<file path="src/hdl/kti_pkg.sv">
`default_nettype none

package kti_pkg;

    localparam int MAX_KEYS_DEF = 64;

    // Configuration port
    localparam int CFG_IDX_W  = 1;
    localparam int CFG_DATA_W = 16;
    localparam logic [CFG_IDX_W-1:0] CFG_KEY_COUNT   = 1'b0;
    localparam logic [CFG_IDX_W-1:0] CFG_LOOP_FRAMES = 1'b1;

    localparam int KEY_COUNT_W = 7;
    localparam int FRAME_W     = 16;
    localparam int VALUE_W     = 32;

    localparam logic OP_WRITE = 1'b0;
    localparam logic OP_EVAL  = 1'b1;

    // Shared divider: 48-bit dividend, 16-bit divisor, two quotient bits a cycle
    localparam int DIV_W           = 48;
    localparam int DEN_W           = 16;
    localparam int STEPS_PER_CYCLE = 2;
    localparam int DIV_CYCLES      = DIV_W / STEPS_PER_CYCLE;
    localparam int MOD_BITS        = 18;
    localparam int MOD_CYCLES      = MOD_BITS / STEPS_PER_CYCLE;
    localparam int CNT_W           = $clog2(DIV_CYCLES + 1);

    typedef struct packed {
        logic                      opcode;
        logic [5:0]                key_index;
        logic [FRAME_W-1:0]        key_frame;
        logic signed [VALUE_W-1:0] key_value;
        logic signed [15:0]        play_frame;
        logic signed [15:0]        frame_shift;
    } t_item;

    typedef struct packed {
        logic signed [VALUE_W-1:0] track_value;
        logic [FRAME_W-1:0]        wrapped_frame;
        logic                      matched;
    } t_result;

    typedef struct packed {
        logic             start;
        logic [CNT_W-1:0] cycles;
        logic [DIV_W-1:0] dividend;
        logic [DEN_W-1:0] divisor;
    } t_div_cmd;

    typedef struct packed {
        logic             done;
        logic [DIV_W-1:0] quotient;
        logic [DEN_W-1:0] remainder;
    } t_div_rsp;

endpackage

`default_nettype wire

</file>
<file path="src/hdl/kti_div.sv">
`default_nettype none

module kti_div
    import kti_pkg::*;
(
    input  wire logic     i_clk,
    input  wire logic     i_rst_n,
    input  wire t_div_cmd i_cmd,
    output t_div_rsp      o_rsp
);

    logic [DIV_W-1:0] r_quo, n_quo;
    logic [DEN_W-1:0] r_rem, n_rem;
    logic [DEN_W-1:0] r_den;
    logic [CNT_W-1:0] r_cnt;
    logic             r_run;
    logic             r_done;

    // Restoring division, two quotient bits per cycle
    always_comb begin
        logic [DEN_W:0] trial;
        logic           ge;
        n_quo = r_quo;
        n_rem = r_rem;
        for (int k = 0; k < STEPS_PER_CYCLE; k++) begin
            trial = {n_rem, n_quo[DIV_W-1]};
            ge    = (trial >= {1'b0, r_den});
            n_rem = ge ? DEN_W'(trial - {1'b0, r_den}) : trial[DEN_W-1:0];
            n_quo = {n_quo[DIV_W-2:0], ge};
        end
    end

    always_ff @(posedge i_clk) begin
        if (!i_rst_n) begin
            r_run  <= 1'b0;
            r_done <= 1'b0;
            r_cnt  <= '0;
        end else begin
            r_done <= 1'b0;
            if (i_cmd.start) begin
                r_run <= 1'b1;
                r_cnt <= i_cmd.cycles;
            end else if (r_run) begin
                r_cnt <= r_cnt - CNT_W'(1);
                if (r_cnt == CNT_W'(1)) begin
                    r_run  <= 1'b0;
                    r_done <= 1'b1;
                end
            end
        end
    end

    always_ff @(posedge i_clk) begin
        if (i_cmd.start) begin
            r_quo <= i_cmd.dividend;
            r_rem <= '0;
            r_den <= i_cmd.divisor;
        end else if (r_run) begin
            r_quo <= n_quo;
            r_rem <= n_rem;
        end
    end

    assign o_rsp.done      = r_done;
    assign o_rsp.quotient  = r_quo;
    assign o_rsp.remainder = r_rem;

endmodule

`default_nettype wire

</file>
<file path="config.mk">
export PLATFORM = sky130hd
export DESIGN_NAME = kti_div
export DESIGN_NICKNAME = d
export VERILOG_FILES = /design/src/hdl/kti_pkg.sv /design/src/hdl/kti_div.sv
export SDC_FILE = /design/constraint.sdc
export NUM_CORES = 1
export LEC_CHECK = 0
export BUFFER_PORTS_ARGS = -buffer_cell sky130_fd_sc_hd__buf_2
export CAP_MARGIN = 25
export CORE_UTILIZATION = 49
export DETAILED_ROUTE_END_ITERATION = 10
export HOLD_SLACK_MARGIN = 0.12
export PLACE_DENSITY = 0.84
export SLEW_MARGIN = 20
export SYNTH_ARGS = -nofsm -noshare
export SYNTH_HDL_FRONTEND = slang
export SYNTH_SLANG_ARGS = --single-unit
</file>
<file path="constraint.sdc">
create_clock -name i_clk -period 4.82 [get_ports i_clk]
set_clock_uncertainty 0.2 [all_clocks]
set_input_delay 0.482 -clock i_clk [delete_from_list [all_inputs] [get_ports i_clk]]
set_output_delay 0.482 -clock i_clk [all_outputs]
set_load 0.05 [all_outputs]
</file>
==> results of run 1 <==
==> cells in the mapped netlist, drive strengths merged, types with 2 or more instances <==
| cell type | instances |
|---|---|
| buf | 11 |
| xor2 | 6 |
| mux2i | 11 |
| nand2 | 28 |
| o21bai | 2 |
| o211ai | 5 |
| nand3 | 14 |
| xnor2 | 17 |
| nor3 | 10 |
| fa | 2 |
| clkbuf | 8 |
| nand4 | 5 |
| nor2 | 38 |
| nand3b | 3 |
| a211oi | 14 |
| edfxtp | 64 |
| ha | 34 |
| o22ai | 2 |
| nand2b | 5 |
| or2 | 2 |
| o311ai | 8 |
| a21o | 8 |
| a21oi | 34 |
| and3 | 3 |
| dfxtp | 23 |
| nor3b | 3 |
| inv | 31 |
| nor2b | 4 |
| mux2 | 60 |
| a31oi | 3 |
| o21ai | 18 |
| o21a | 4 |
==> cell families (layout without fill, tap and decap cells) <==
group | Yosys count | count (layout) | synth area share (%)
adders and majority gates | 36 | 36 | 8.64
buffers and inverters | 50 | 225 | 3.81
xor gates and xnor gates | 23 | 23 | 3.74
AOI/OAI and AO/OA | 107 | 108 | 14.0
and+or+nand+nor | 121 | 121 | 10.9
DFF | 87 | 87 | 44.2
muxes | 71 | 71 | 14.6
==> flip-flops by register name, summed over array words and instances, names as in the netlist <==
register / count
r_run: 1
r_cnt: 5
r_done: 1
r_den: 16
r_quo: 48
r_rem: 16
==> area by class of cell <==
cell class              count  area (µm²)
inverters                  31         116
clock buffers              10         138
fillers                   764        3620
well taps                 136         170
multi-input cells         359        2910
flip-flops and latches     87        2380
clock inverters             6         115
repair buffers            178        1050
==> final timing paths <==
path	from	endpoint	slack [ps]	depth (start not counted)
worst min-delay path	i_cmd[67]	r_cnt[3]	130	3
worst max-delay path	r_den[0]	r_rem[1]	170	18
worst max register to register	r_den[0]	r_rem[1]	170	18
worst min register to register	r_rem[10]	r_rem[10]	320	2
==> power groups by stage <==
stage	Sequential, mW	Clock, mW	Combinational [mW]
2_1_floorplan	1.34	0	1.34
3_3_place_gp	1.03	0	2.19
3_5_place_dp	1.03	0	2.27
4_1_cts	1.02	0.654	2.31
5_1_grt	1.04	0.683	2.63
6_report	1.02	0.652	2.46
==> per-layer routing <==
metal	track usage, %	up-vias	routed length (µm)	part of all wire, %
met1	30.2	2226	5890	41
met4	13.6	0	469	3.2
met5	0	-	0	0
met3	5.17	40	991	6.9
li1	-	2189	-	-
met2	43.7	199	7090	49
==> worst max-delay path, delay by kind of cell, from the launching register on <==
kind,cells,cell delay (ps)
and+or+nand+nor,5,870
adders and majority gates,2,630
muxes,1,360
AOI/OAI and AO/OA,8,1620
buffers and inverters,2,410
DFF,1,430
==> timing repair <==
item	4_1_cts	5_1_grt
resized for setup	4	25
cloned	0	1
buffers inserted	0	1
hold buffers	16	0
pin swaps	0	4
endpoints found under the hold margin	16	0
endpoints found under the setup margin	2	17
==> results_dict.tcl, run 1 <==
set metrics [dict create \
    synth_top_area_share_pct 35.7 \
    timing.fmax_mhz 215 \
    ys_seq_elements 87 \
    die_w_um 107 \
    die_y_um 107 \
    final_common_cell "buf_2" \
    comb_power_share_pct 59.5 \
    utilization_pct 65.5 \
    cts_tree "built" \
    period_needed_ps 4650 \
    final_cell_count_no_fill 807 \
    start_util_pct 51.2 \
    syn_inst 495 \
    syn2layout_area_growth_pct 27.9 \
    antenna_cells 0 \
    antenna_found_initial 0 \
    synth-edff-count 64 \
    grt_pass1_wl_mm 22.6 \
    coreArea_mm2 0.0105 \
    clkLatencyLatePin_ps 370 \
    place_congestion 0.911 \
    drtIter0Drc 291 \
    syn-mean-instance-area_um2 10.9 \
    cts_buffer_depth 2 \
    cp_cell_sequence "ha_1, nand4_1, nor3_2, nor3_2, a21o_4, a21oi_4, buf_4, mux2_2, ha_1, or2_2, a21oi_1, a31o_2, a21o_1, o211ai_1, a221oi_4, buf_12, nor2_1, a311o_1" \
    setup_ws_ps 170 \
    pre_cts_ws_ps 4.17 \
    cp_slowest_cell "edfxtp_1" \
    arrival_ps 4720 \
    cts_max_level 3 \
    final_cell_mix "buf_2, edfxtp_1, mux2_2, nor2_1, inv_1" \
    vias_per_cell 5.77 \
    io_buffers 136 \
    std_cell_rows 37 \
    tightest_slew_ps 1010 \
    synth_area_leaders "edfxtp_1, mux2_2, dfxtp_1" \
    required_ps 4890 \
    tns_ps 0 \
    switching_share_pct 44.1 \
    placed_area_mm2 0.00635 \
    synthArstFlopShare_pct 0 \
    wl_per_cell_um 17.9 \
    slew_headroom_pct 32.5 \
    seqPwrFrac_pct 24.7 \
    drc 0 \
    yosys.area.top_type "edfxtp_1" \
    grt_overflow_total 0 \
    die-area_mm2 0.0114 \
    status "completed" \
    grt.total_usage_pct 25.6 \
    clockPowerShare_pct 15.8 \
    drtPass1Iterations 5 \
    p_leak_nw 2.99 \
    worst_setup_path_end_kind "register" \
    numCtsBuffers 9 \
    synthesis.nets 603 \
    ir_worst_vdd_mv 0.269 \
    synth_cell_types 56 \
    total_power_mw 4.14 \
    grt_pass1_vias 4759 \
    wl_mm 14.4 \
    post-route-period-util_pct 96.5 \
    setup_viol 0 \
    placedCellCount 773 \
    cp_slowest_stage_delay_ps 430 \
    grt_max_degree 85 \
    fin_nets 774 \
    drive_gt1_share_pct 41.0 \
    cts.sinks 87 \
    yosys_most_used_dff "edfxtp_1" \
    whs_ps 130 \
    hold_class "in2reg" \
    crit_fanout 13 \
    rsz0062_at_grt "true" \
    vias 4654 \
    seq_area_frac_synth_pct 44.2 \
    p_sw_mw 1.82 \
    finalInstanceArea_mm2 0.00689 \
    slew_violations 0 \
    crit_type "reg2reg" \
    hpwl_mm 10.6 \
    ios 137 \
    cts-root-buf "clkbuf_8" \
    drv_cap 0 \
    yosys_warnings 0 \
    final-hold-violation-count 0 \
    ant_nets 0 \
    clkSlewWorstSetupHoldPaths_ps 100 \
    crit_path_start_kind "register" \
    syn-cell-area_mm2 0.00539 \
    powerDensity_mw_per_mm2 601 \
    internal-power_mw 2.31 \
]
(Power assumes the default switching activity.)
==> run 2, diff against run 1 <==
--- a/config.mk
+++ b/config.mk
@@ -7,6 +7,7 @@
 export LEC_CHECK = 0
 export BUFFER_PORTS_ARGS = -buffer_cell sky130_fd_sc_hd__buf_2
 export CAP_MARGIN = 25
+export CORE_ASPECT_RATIO = 2
 export CORE_UTILIZATION = 49
 export DETAILED_ROUTE_END_ITERATION = 10
 export HOLD_SLACK_MARGIN = 0.12
==> results_dict.tcl, run 2 (synthesis results as in run 1) <==
set metrics [dict create \
    cts-root-buf "clkbuf_16" \
    whs_ps 180 \
    seqPwrFrac_pct 23.2 \
    rr_startpoint "r_den[0]" \
    worst_setup_path_end_kind "register" \
    io_buffers 136 \
    grt_max_degree 58 \
    timing.fmax_mhz 213 \
    coreArea_mm2 0.0106 \
    crit_path_start_kind "register" \
    crit_fanout 15 \
    cts_buffer_depth 2 \
    required_ps 4830 \
    drc 0 \
    std_cell_rows 53 \
    drive_gt1_share_pct 43.9 \
    status "completed" \
    grt_pass1_wl_mm 23.6 \
    start_util_pct 50.8 \
    tightest_slew_ps 972 \
    hold_class "in2reg" \
    fill_cells 794 \
    wl_per_cell_um 18.6 \
    arrival_ps 4700 \
    numCtsBuffers 9 \
    powerDensity_mw_per_mm2 613 \
    switching_share_pct 43.3 \
    p_sw_mw 1.91 \
    finalInstanceArea_mm2 0.00722 \
    antenna_found_initial 0 \
    final-hold-violation-count 0 \
    p_leak_nw 3.16 \
    ant_nets 0 \
    ios 137 \
    wl_mm 15.6 \
    final_common_cell "buf_2" \
    grt_pass1_vias 5026 \
    ir_worst_vdd_mv 0.324 \
    clockPowerShare_pct 16.3 \
    post-route-period-util_pct 97.3 \
    place_congestion 0.951 \
    die-area_mm2 0.0114 \
    drtPass1Iterations 5 \
    clkSlewWorstSetupHoldPaths_ps 70 \
    r2r_end "r_rem[3]" \
    pre_cts_ws_ps -18.7 \
    vias_per_cell 5.86 \
    hold_end "r_cnt[0]" \
    final_cell_mix "buf_2, edfxtp_1, mux2_2, buf_4, nor2_1" \
    slew_headroom_pct 35.1 \
    cts_tree "built" \
    die_y_um 150 \
    die_w_um 76.1 \
    fin_nets 804 \
    reg2reg_depth 20 \
    setup_viol 0 \
    grt.total_usage_pct 26.9 \
    drtIter0Drc 353 \
    cts.sinks 87 \
    antenna_cells 0 \
    holdPathStages 3 \
    largest_register_ffs 48 \
    placed_area_mm2 0.00653 \
    crit_type "reg2reg" \
    internal-power_mw 2.51 \
    hpwl_mm 11.5 \
    r2r_setup_slack_ps 130 \
    vias 4912 \
    worstHoldStart "i_cmd[64]" \
    drv_cap 0 \
    largest_registers "r_quo x48, r_den x16, r_rem x16" \
    slew_violations 0 \
    clkLatencyLatePin_ps 340 \
    setup_ws_ps 129 \
    syn2layout_area_growth_pct 34.0 \
    top_register "r_quo" \
    period_needed_ps 4690 \
    grt_overflow_total 0 \
    cts_max_level 3 \
    total_power_mw 4.43 \
    comb_power_share_pct 60.5 \
]
[run 2: layer usage]
layer,GRT usage (%),routed length [µm],vias up
met2,52.5,8470,269
met3,5.21,909,90
met4,20.3,1120,0
li1,-,-,2246
met5,0,0,-
met1,24.0,5120,2307
[run 2: how the worst max path moves through the flow]
stage / slack, ps / endpoint / start / cells after the start
floorplan: 8 / r_rem[1] / r_quo[47] / 19
global route: -130 / r_rem[14] / r_den[0] / 20
CTS: 20 / r_rem[14] / r_den[12] / 21
finish: 130 / r_rem[3] / r_den[0] / 20
global placement: 50 / r_rem[14] / r_den[4] / 19
detailed placement: -20 / r_rem[14] / r_den[4] / 19
[run 2: repair_timing]
item,CTS,global route
endpoints found under the hold margin,16,0
pin swaps,2,5
setup buffers,5,3
hold buffers,16,0
gates resized for setup,3,29
setup endpoints to repair,3,17
[run 2: worst max-delay path, stage by stage, from the launching register on]
cell and delay (ps):
edfxtp_1 450, ha_4 310, nand4_1 130, nor3_2 170, buf_4 150, nor3_2 50, a21o_2 240, a21oi_4 170
buf_12 150, buf_4 120, mux2_2 350, ha_1 300, or2_2 310, a21oi_1 160, a31o_2 120, a21o_1 110
o211ai_1 140, a221oi_4 360, buf_12 200, mux2i_2 240, a211oi_1 110
[run 2: per-stage QoR]
stage	utilization, %	setup TNS, ps	cells
6_report	68.0	0	838
5_1_grt	68.0	-269	838
4_1_cts	66.5	0	835
3_5_place_dp	61.6	-18.7	798
3_3_place_gp	61.6	0	798
2_1_floorplan	-	0	495
[run 2: power by group through the flow]
stage | clock network (mW) | registers [mW] | logic, mW
final | 0.720 | 1.03 | 2.68
after global routing | 0.762 | 1.04 | 2.85
after CTS | 0.730 | 1.02 | 2.49
after detailed placement | 0 | 1.03 | 2.41
after global placement | 0 | 1.03 | 2.34
after floorplan | 0 | 1.34 | 1.34
[run 2: cell type report]
type | instances | area, µm² | share of cell area [%]
sequential | 87 | 2380 | 33.0
tap | 137 | 171 | 2.38
multi-input combinational | 358 | 2950 | 40.8
clock inverter | 7 | 77.6 | 1.07
timing repair buffer | 209 | 1300 | 18.0
inverter | 31 | 116 | 1.61
clock buffer | 9 | 225 | 3.12
==> run 3, diff against run 2 <==
==> constraint.sdc (replaced) <==
create_clock -name i_clk -period 3.9 [get_ports i_clk]
set_clock_uncertainty 0.2 [all_clocks]
set_input_delay 0.39 -clock i_clk [delete_from_list [all_inputs] [get_ports i_clk]]
set_output_delay 0.39 -clock i_clk [all_outputs]
set_load 0.05 [all_outputs]
==> results_dict.tcl, run 3 (synthesis results as in run 1) <==
set metrics [dict create \
    wl_per_cell_um 20.2 \
    die_y_um 150 \
    rsz0062_at_grt "true" \
    total_power_mw 6.27 \
    crit_type "reg2reg" \
    status "finished, violations left" \
    hpwl_mm 12.2 \
    drtIter0Drc 354 \
    routed.top_layer "met4" \
    final_cell_count_no_fill 910 \
    crit_family "compound AO/OA/AOI/OAI gates" \
    syn2layout_area_growth_pct 51.3 \
    place_congestion 0.973 \
    ios 137 \
    finalInstanceArea_mm2 0.00815 \
    whs_ps 153 \
    top_register "r_quo" \
    numCtsBuffers 9 \
    placedCellCount 857 \
    grt.total_usage_pct 31.8 \
    grt_overflow_total 0 \
    slew_violations 0 \
    final_common_cell "buf_2" \
    drt-met1-wl_mm 6.15 \
    cts_tree "built" \
    clockPowerShare_pct 14.2 \
    p_sw_mw 2.71 \
    arrival_ps 4500 \
    utilization_pct 76.8 \
    internal-power_mw 3.57 \
    cts_buffer_depth 2 \
    tns_ps -8720 \
    wl_mm 18.3 \
    final_cell_mix "buf_2, buf_4, edfxtp_1, mux2_2, nor2_1" \
    cp_cell_sequence "inv_2, ha_4, nor2b_4, o31a_4, o211ai_1, buf_4, buf_6, buf_6, mux2i_1, nand3_1, mux2_4, ha_4, a21oi_2, and3_1, a21o_1, o211ai_1, a221oi_4, buf_12, nor2_1, a311o_1" \
    std_cell_rows 53 \
    slew_headroom_pct 35.4 \
    seqPwrFrac_pct 20.1 \
    hold_class "in2reg" \
    grt_max_degree 54 \
    required_ps 3910 \
    met2WireLength_mm 9.69 \
    drive_gt1_share_pct 54.6 \
    clkSlewWorstSetupHoldPaths_ps 70 \
    ir_worst_vdd_mv 0.558 \
    drc 0 \
    setup_viol 17 \
    met3_length_mm 1.12 \
    period_needed_ps 4500 \
    placed_area_mm2 0.00714 \
    drv_cap 0 \
    post-route-period-util_pct 115 \
    vias 5319 \
    pre_cts_ws_ps -699 \
    antenna_found_initial 0 \
    cts.sinks 87 \
    grt_pass1_vias 5827 \
    crit_path_start_kind "register" \
    final-hold-violation-count 0 \
    start_util_pct 50.8 \
    cp_slowest_cell "edfxtp_1" \
    path_buf_inv 5 \
    ant_nets 0 \
    die_w_um 76.1 \
    cp_slowest_stage_delay_ps 440 \
    antenna_cells 0 \
    comb_power_share_pct 65.8 \
    vias_per_cell 5.85 \
    grt_pass1_wl_mm 28.0 \
    powerDensity_mw_per_mm2 770 \
    violations "setup timing" \
    worst_setup_path_end_kind "register" \
    timing.fmax_mhz 222 \
    cts-root-buf "clkbuf_16" \
    io_buffers 136 \
    largest_registers "r_quo x48, r_den x16, r_rem x16" \
    p_leak_nw 3.57 \
    fin_nets 876 \
    setup_ws_ps -597 \
    clkLatencyLatePin_ps 330 \
    crit_fanout 18 \
    largest_register_ffs 48 \
    die-area_mm2 0.0114 \
    tightest_slew_ps 967 \
    drtPass1Iterations 7 \
    coreArea_mm2 0.0106 \
    switching_share_pct 43.1 \
    cts_max_level 3 \
]
[run 3: changes by cell type in the layout (fill, tap and decap cells not counted), moves of 5 or more]
| cell | previous run | this run |
|---|---|---|
| ha_1 | 27 | 16 |
| o311ai_0 | 7 | 2 |
| ha_4 | 5 | 17 |
| dfxtp_1 | 22 | 10 |
| a21oi_1 | 27 | 22 |
| buf_4 | 56 | 116 |
| buf_6 | 0 | 5 |
| dfxtp_2 | 1 | 13 |
| mux2_4 | 0 | 5 |
| mux2_2 | 60 | 55 |
[run 3: power groups by stage]
stage / Combinational, mW / Sequential [mW] / Clock (mW)
6_report: 4.13 / 1.26 / 0.888
5_1_grt: 4.35 / 1.27 / 0.931
4_1_cts: 3.76 / 1.25 / 0.894
3_5_place_dp: 3.38 / 1.26 / 0
3_3_place_gp: 3.27 / 1.25 / 0
2_1_floorplan: 1.80 / 1.67 / 0
[run 3: cell type report]
class / count / area (µm²)
timing repair buffer: 280 / 1880
tap: 137 / 171
fill: 635 / 2460
clock inverter: 7 / 81.3
sequential: 87 / 2400
multi-input combinational: 359 / 3270
inverter: 31 / 116
clock buffer: 9 / 225
[run 3: timing repair]
item,4_1_cts,5_1_grt
buffers inserted,10,5
hold endpoints to repair,20,0
cloned,1,0
hold buffers,20,0
pin swaps,16,6
endpoints found under the setup margin,17,17
resized for setup,45,20
[run 3: final timing paths]
path | from | endpoint | slack (ps) | cells after the start
setup / recovery | r_den[1] | r_rem[1] | -600 | 20
hold reg to reg | r_quo[46] | r_rem[0] | 380 | 2
hold / removal | i_cmd[68] | r_cnt[4] | 150 | 3
setup reg to reg | r_den[1] | r_rem[1] | -600 | 20
[run 3: layer usage]
layer / up-vias / GRT usage [%]
met5: - / 0
met4: 0 / 24.9
met3: 108 / 4.24
met2: 335 / 59.3
met1: 2491 / 31.3
li1: 2385 / -
[run 3: tightest hold or removal path: stages]
cell and delay (ps):
buf_2 90, a21oi_1 70, nor2_1 90
